`src/hw/rtl/dmb_pkg.sv`:
```
// ----------------------------------------------------------------------------
// dmb_pkg
// shared widths, codes and defaults of the density matrix builder
// ----------------------------------------------------------------------------
package dmb_pkg;

	localparam int MAX_BASIS_DEF    = 64;
	localparam int MAX_ORBITALS_DEF = 64;

	// fixed field widths
	localparam int IDX_W    = 6;
	localparam int COEF_W   = 24;
	localparam int CNT_W    = 7;
	localparam int MODE_W   = 2;
	localparam int DENS_W   = 32;
	localparam int PACKED_W = 12;
	localparam int FRAC_W   = 20;

	// input kinds
	localparam logic KIND_LOAD  = 1'b0;
	localparam logic KIND_QUERY = 1'b1;

	// open shell modes (code 3 behaves as closed only)
	localparam logic [MODE_W-1:0] MODE_CLOSED = 2'd0;
	localparam logic [MODE_W-1:0] MODE_SUMMED = 2'd1;
	localparam logic [MODE_W-1:0] MODE_TWO    = 2'd2;

	// configuration register indexes
	localparam logic [1:0] REG_CLOSED_COUNT = 2'd0;
	localparam logic [1:0] REG_OPEN_COUNT   = 2'd1;
	localparam logic [1:0] REG_OPEN_MODE    = 2'd2;

	// per-column control travelling with the memory read
	typedef struct packed {
		logic clear;
		logic valid;
		logic to_closed;
		logic to_open;
		logic to_two;
	} mac_ctl_t;

endpackage

```
`src/hw/rtl/dmb_mac.sv`:
```
// ----------------------------------------------------------------------------
// dmb_mac
// product stage, three accumulators and Q11.20 rounding with saturation
// ----------------------------------------------------------------------------
module dmb_mac
	import dmb_pkg::*;
#(
	parameter int MAX_ORBITALS = MAX_ORBITALS_DEF
) (
	input  logic                     clk,
	input  logic                     arst_n,
	input  mac_ctl_t                 ctl_s1,
	input  logic signed [COEF_W-1:0] coef_a_s1,
	input  logic signed [COEF_W-1:0] coef_b_s1,
	output logic                     busy,
	output logic [DENS_W-1:0]        closed_out,
	output logic [DENS_W-1:0]        open_out,
	output logic [DENS_W-1:0]        two_out
);

	localparam int PROD_W  = 2 * COEF_W;
	localparam int ACC_RAW = PROD_W + $clog2(MAX_ORBITALS) + 1;
	localparam int ACC_W   = (ACC_RAW > 53) ? ACC_RAW : 53;
	localparam int Q_W     = ACC_W + 1 - FRAC_W;

	mac_ctl_t                  ctl_s2;
	logic signed [PROD_W-1:0]  prod_s2;
	logic signed [ACC_W-1:0]   closed_acc_q;
	logic signed [ACC_W-1:0]   open_acc_q;
	logic signed [ACC_W-1:0]   two_acc_q;
	logic signed [ACC_W-1:0]   prod_x;

	always_ff @(posedge clk or negedge arst_n) begin
		if (!arst_n) begin
			ctl_s2 <= '0;
		end else begin
			ctl_s2 <= ctl_s1;
		end
	end

	always_ff @(posedge clk) begin
		prod_s2 <= coef_a_s1 * coef_b_s1;
	end

	assign prod_x = ACC_W'(prod_s2);

	always_ff @(posedge clk) begin
		if (ctl_s2.clear) begin
			closed_acc_q <= '0;
			open_acc_q   <= '0;
			two_acc_q    <= '0;
		end else if (ctl_s2.valid) begin
			if (ctl_s2.to_closed) begin
				closed_acc_q <= closed_acc_q + prod_x;
			end
			if (ctl_s2.to_open) begin
				open_acc_q <= open_acc_q + prod_x;
			end
			if (ctl_s2.to_two) begin
				two_acc_q <= two_acc_q + prod_x;
			end
		end
	end

	assign busy = ctl_s1.valid | ctl_s2.valid | ctl_s1.clear | ctl_s2.clear;

	// round half up, floor shift, clamp to 32 bits
	function automatic logic [DENS_W-1:0] to_q11_20(input logic signed [ACC_W-1:0] s);
		logic signed [ACC_W:0] t;
		logic signed [Q_W-1:0] q;
		logic                  fits;
		t    = ACC_W'(s) + (ACC_W+1)'(1 << (FRAC_W - 1));
		t    = $signed({s[ACC_W-1], s}) + $signed((ACC_W+1)'(1 << (FRAC_W - 1)));
		q    = t[ACC_W:FRAC_W];
		fits = (&q[Q_W-1:DENS_W-1]) | ~(|q[Q_W-1:DENS_W-1]);
		if (fits) begin
			to_q11_20 = q[DENS_W-1:0];
		end else if (q[Q_W-1]) begin
			to_q11_20 = {1'b1, {(DENS_W-1){1'b0}}};
		end else begin
			to_q11_20 = {1'b0, {(DENS_W-1){1'b1}}};
		end
	endfunction

	assign closed_out = to_q11_20(closed_acc_q);
	assign open_out   = to_q11_20(open_acc_q);
	assign two_out    = to_q11_20(two_acc_q);

endmodule

```
`config.mk`:
```
export PLATFORM = sky130hd
export DESIGN_NAME = dmb_mac
export DESIGN_NICKNAME = d
export VERILOG_FILES = /design/src/hw/rtl/dmb_pkg.sv /design/src/hw/rtl/dmb_mac.sv
export SDC_FILE = /design/constraint.sdc
export NUM_CORES = 2
export LEC_CHECK = 0
export ABC_AREA = 1
export ABC_CLOCK_PERIOD_IN_PS = 2150
export BUFFER_PORTS_ARGS = -buffer_cell sky130_fd_sc_hd__buf_2
export CAP_MARGIN = 20
export CORE_ASPECT_RATIO = 0.6
export CORE_MARGIN = 2
export CORE_UTILIZATION = 54
export CTS_CLUSTER_SIZE = 40
export DETAILED_ROUTE_END_ITERATION = 8
export PLACE_DENSITY = 0.71
export RECOVER_POWER = 25
export SETUP_SLACK_MARGIN = 0.05
export SKIP_CTS_REPAIR_TIMING = 1
export SLEW_MARGIN = 10
export SYNTH_ARGS = -nofsm -noshare
export SYNTH_HDL_FRONTEND = slang
export SYNTH_SLANG_ARGS = --single-unit
```
`constraint.sdc`:
```
create_clock -name clk -period 2.15 [get_ports clk]
set_input_delay 0.43 -clock clk [delete_from_list [all_inputs] [get_ports clk]]
set_output_delay 0.43 -clock clk [all_outputs]
set_load 0.005 [all_outputs]
```
* After elaboration in Yosys (flattened, before gate mapping)
Index checks and enable logic that the tools add are counted.
** Operators by class
- Add/subtract/negate cells :: 6
- $mul :: 1
- Div/mod/pow operators :: 0
- $lt $le $gt $ge :: 0
- Equality and inequality tests :: 0
- Shifts and indexed selects :: 0
- Mux-type cells :: 6
- Bitwise logic cells :: 9
- Reduce and logical (&&, ||, !) cells :: 9
** Operators with widths (count)
- $mux W32 :: 6
- $add A55 B21 Y56 const B :: 3
- $add A55 B48 Y55 :: 3
- $mul A24 B24 Y48 :: 1
- $reduce_and A5 Y1 :: 3
- $reduce_or A5 Y1 :: 3
- $or A1 B1 Y1 :: 6
- $reduce_and A2 Y1 :: 3
- $not A1 Y1 :: 3
** Word-level totals
- Register bits after elaboration :: 218
- Latch bits :: 0
- Memory bits (writable) :: 0
- ROM bits :: 0
- Input bits :: 55
- Output and inout bits :: 97
- Logic and storage cells :: 40
- Memories :: 0

* Longest topological paths before layout
- Depth in word-level cells :: 5
- Gate-level depth with buffers :: 28
- Gate-level depth less buffers :: 27

* Least setup slack after synthesis
No wires, ideal clock.
- Path kind :: input port to flip-flop
- From :: input coef_a_s1[23]
- To :: register prod_s2[44]
- Setup time :: 72 ps
- Data arrival time :: 6395 ps
- Required time :: 2078 ps
- Setup slack :: -4316 ps
- Stages :: 22
- Path buffers :: 1
- Cell sequence :: clkbuf_1 > nand2_1 > inv_1 > fa_1 > fa_1 > inv_1 > fa_1 > inv_1 > fa_1 > inv_1 > fa_1 > fa_1 > inv_1 > fa_1 > ha_1 > nand2_1 > nor2_1 > inv_1 > nor4_1 > nand3_1 > nand4_1 > xor2_1
** Between the ends
- Word-level cells in the longest chain between the ends :: 1
** RTL lines
- start, declared :: RTL line dmb_mac.sv:13 : input logic signed [COEF_W-1:0] coef_a_s1,
- $mul A24 B24 Y48 :: RTL line dmb_mac.sv:42 : prod_s2 <= coef_a_s1 * coef_b_s1;
- end signal, assigned :: RTL line dmb_mac.sv:42
- end, declared :: RTL line dmb_mac.sv:27 : logic signed [PROD_W-1:0] prod_s2;
No other way between the ends.
A chain may end at the register's enable or synchronous reset.

* Final worst setup path
- From :: input coef_a_s1[7]
- To :: register prod_s2[38]
The elaborated chain is that of the path after synthesis.

==> flow_summary.ini <==
[status]
status = finished with violations
violations = negative setup slack

[clocking]
cts-buffers-inserted = 25
clock_latency_ns = 0.61
cts.sinks = 218
cts_root_buffer = clkbuf_16
clk_pin_slew_ns = 0.07
cts-htree-levels = 1
cts_tree = built
cts_buffer_depth = 3

[finish]
finalNonFillerCells = 9892
layout-drive-gt1-share_pct = 27.5
design_area_sq_um = 65300
layout_commonest_cell = nand2_1
syn2layout_area_growth_pct = 41.2
final_cell_mix = nand2_1, inv_1, buf_4
nets = 9680

[worst_setup_path]
cp_slowest_cell = fa_2
r2r_end = open_acc_q[44]
reg2regPathDepth = 16
critical_path_required_ns = 2.65
reg2reg_slack_ns = -0.76
timing.rr.start = prod_s2[0]
cp.arrival_ns = 6.35
worstPathMaxFanout = 6
path_class = primary input to flop
critPathCaptureType = flop
path_buf_inv = 9
worst-path-stages = 25
cp_slowest_stage_delay_ns = 0.62
start_kind = primary input
cp_top_family = adder cells

[placement]
place_congestion = 1.08
io_buffers = 151
dpl.cell_count = 9745
dpl-instance-area_sq_um = 60700
dp.final_hpwl_microns = 164000

[route]
num_vias = 54045
drcViolationCount = 0
vias_per_cell = 5.46
drt-total-wl_microns = 206000
wl_per_cell_microns = 20.8
drtPass1Iterations = 8
dr.first_iter.drc_count = 7156
postRouteAntennaNets = 0

[global_routing]
grt_pass1_wl_microns = 290000
grt_pass1_vias = 49961
antenna_found_initial = 7
grt_start_max_net_pins = 69
grt_overflow = 0
track_usage_pct = 42.8

[timing]
grt_setup_unrepaired = yes
worst_pin_slew_ns = 0.626
skew_ns = 0.0208
finalWorstSetupSlack_ns = -3.69
fin_crit_ns = 5.84
setup-violations-final = 284
drv_slew = 0
fmax_mhz = 171
hold_viol = 0
timing.final.crit_share_pct = 272
relSlewSlack_pct = 58.1

[synthesis]
avgSynthCellArea_sq_um = 6.43
synthesis.nets = 8162
yosys_register_bits = 218
ys_warn_count = 0
synth-seq-area-share_pct = 9.48
synth_area_sq_um = 46300
synth_cell_types = 47
netlist_instances = 7198

[min_path]
hp-class = primary input to async pin

[floorplan]
coreArea_sq_um = 85300
die_y_microns = 231
start_util_pct = 54.3
pin_count = 152
dieArea_sq_um = 88200
rows = 83
die_w_microns = 382

[run]
drv_cap = 0
[layer usage]
metal | up-vias | global-route usage, % | share of wire, % | wire length (microns)
li1 | 24541 | - | - | -
met1 | 25331 | 64.6 | 42 | 86000
met2 | 3616 | 56.2 | 38 | 78000
met3 | 547 | 18.1 | 17 | 35600
met4 | 10 | 8.03 | 2.9 | 6060
met5 | - | 0 | 0.088 | 182
[worst register-to-register path, delay by kind of cell, from the launching register on]
family | cells | cell delay (ns)
flops | 1 | 0.37
fa+ha+maj | 2 | 0.65
simple gates | 8 | 0.98
buf+inv | 5 | 0.59
compound gates | 1 | 0.20
[metrics by stage]
step | hold slack [ns] | setup TNS [ns] | setup WS [ns] | util [%]
after floorplan | 0.134 | -133.09 | -3.82 | -
after global placement | 0.244 | -239.13 | -4.33 | 71.2
after detailed placement | 0.249 | -252.87 | -4.47 | 71.2
after global routing | 0.213 | -329.74 | -3.77 | 76.6
after CTS | -0.392 | -291.89 | -3.88 | 72.2
final | 0.190 | -301.25 | -3.69 | 76.6
[worst max-delay path by stage]
stage | startpoint | endpoint | slack, ns
global placement | coef_b_s1[10] | prod_s2[43] | -4.33
CTS | coef_b_s1[10] | prod_s2[43] | -3.88
floorplan | coef_b_s1[2] | prod_s2[44] | -3.82
global route | coef_a_s1[23] | prod_s2[37] | -3.77
detailed placement | coef_b_s1[10] | prod_s2[43] | -4.47
finish | coef_a_s1[7] | prod_s2[38] | -3.69
[synthesized netlist by cell type, drive strengths merged]
cell type / count / area, sq um
nand3: 252 / 1270
a211oi: 1 / 7.51
o221ai: 4 / 35.0
nor2: 713 / 2710
nand3b: 7 / 52.6
a21oi: 322 / 1610
nor4: 18 / 113
o21bai: 61 / 458
nor3: 95 / 572
fa: 610 / 12200
nand2b: 3 / 26.3
xor2: 182 / 1590
and2: 6 / 37.5
buf: 26 / 184
a21o: 11 / 82.6
nand2: 2157 / 8130
o21a: 2 / 15.0
nor3b: 2 / 15.0
a31oi: 13 / 81.3
xnor2: 26 / 228
nand4: 76 / 475
or2: 8 / 50.1
clkbuf: 138 / 518
dfrtp: 5 / 125
ha: 299 / 3740
dfxtp: 213 / 4260
o21ai: 240 / 1220
a21boi: 5 / 37.5
inv: 1695 / 6360
and3: 3 / 20.0
o211ai: 5 / 37.5
[registers in the layout, indices dropped and copies added, names as in the netlist]
name,flops
two_acc_q,55
ctl_s2,5
prod_s2,48
open_acc_q,55
closed_acc_q,55
[kinds of logic (layout without fill, tap and decap cells)]
group           Yosys count  after routing  share of synthesized area [%]
simple gates           3340           3344                           29.1
buf+inv                1859           3391                           15.3
fa+ha+maj               909            909                           34.5
compound gates          664            664                           7.75
flops                   218            218                           9.48
xor+xnor                208            208                           3.94
other cells               0             11                              0
[area by class of cell]
class / count / area (sq um)
Antenna cell: 11 / 27.5
Clock buffer: 32 / 662
Clock inverter: 13 / 149
Fill cell: 6404 / 19900
Inverter: 1695 / 6390
Multi-Input combinational cell: 5125 / 38200
Sequential cell: 218 / 4470
Tap cell: 1147 / 1440
Timing Repair Buffer: 1651 / 14100
Power is left out: the tool's default activity adds up to more than one toggle a clock period on the data nets, which glitch-free logic cannot reach.
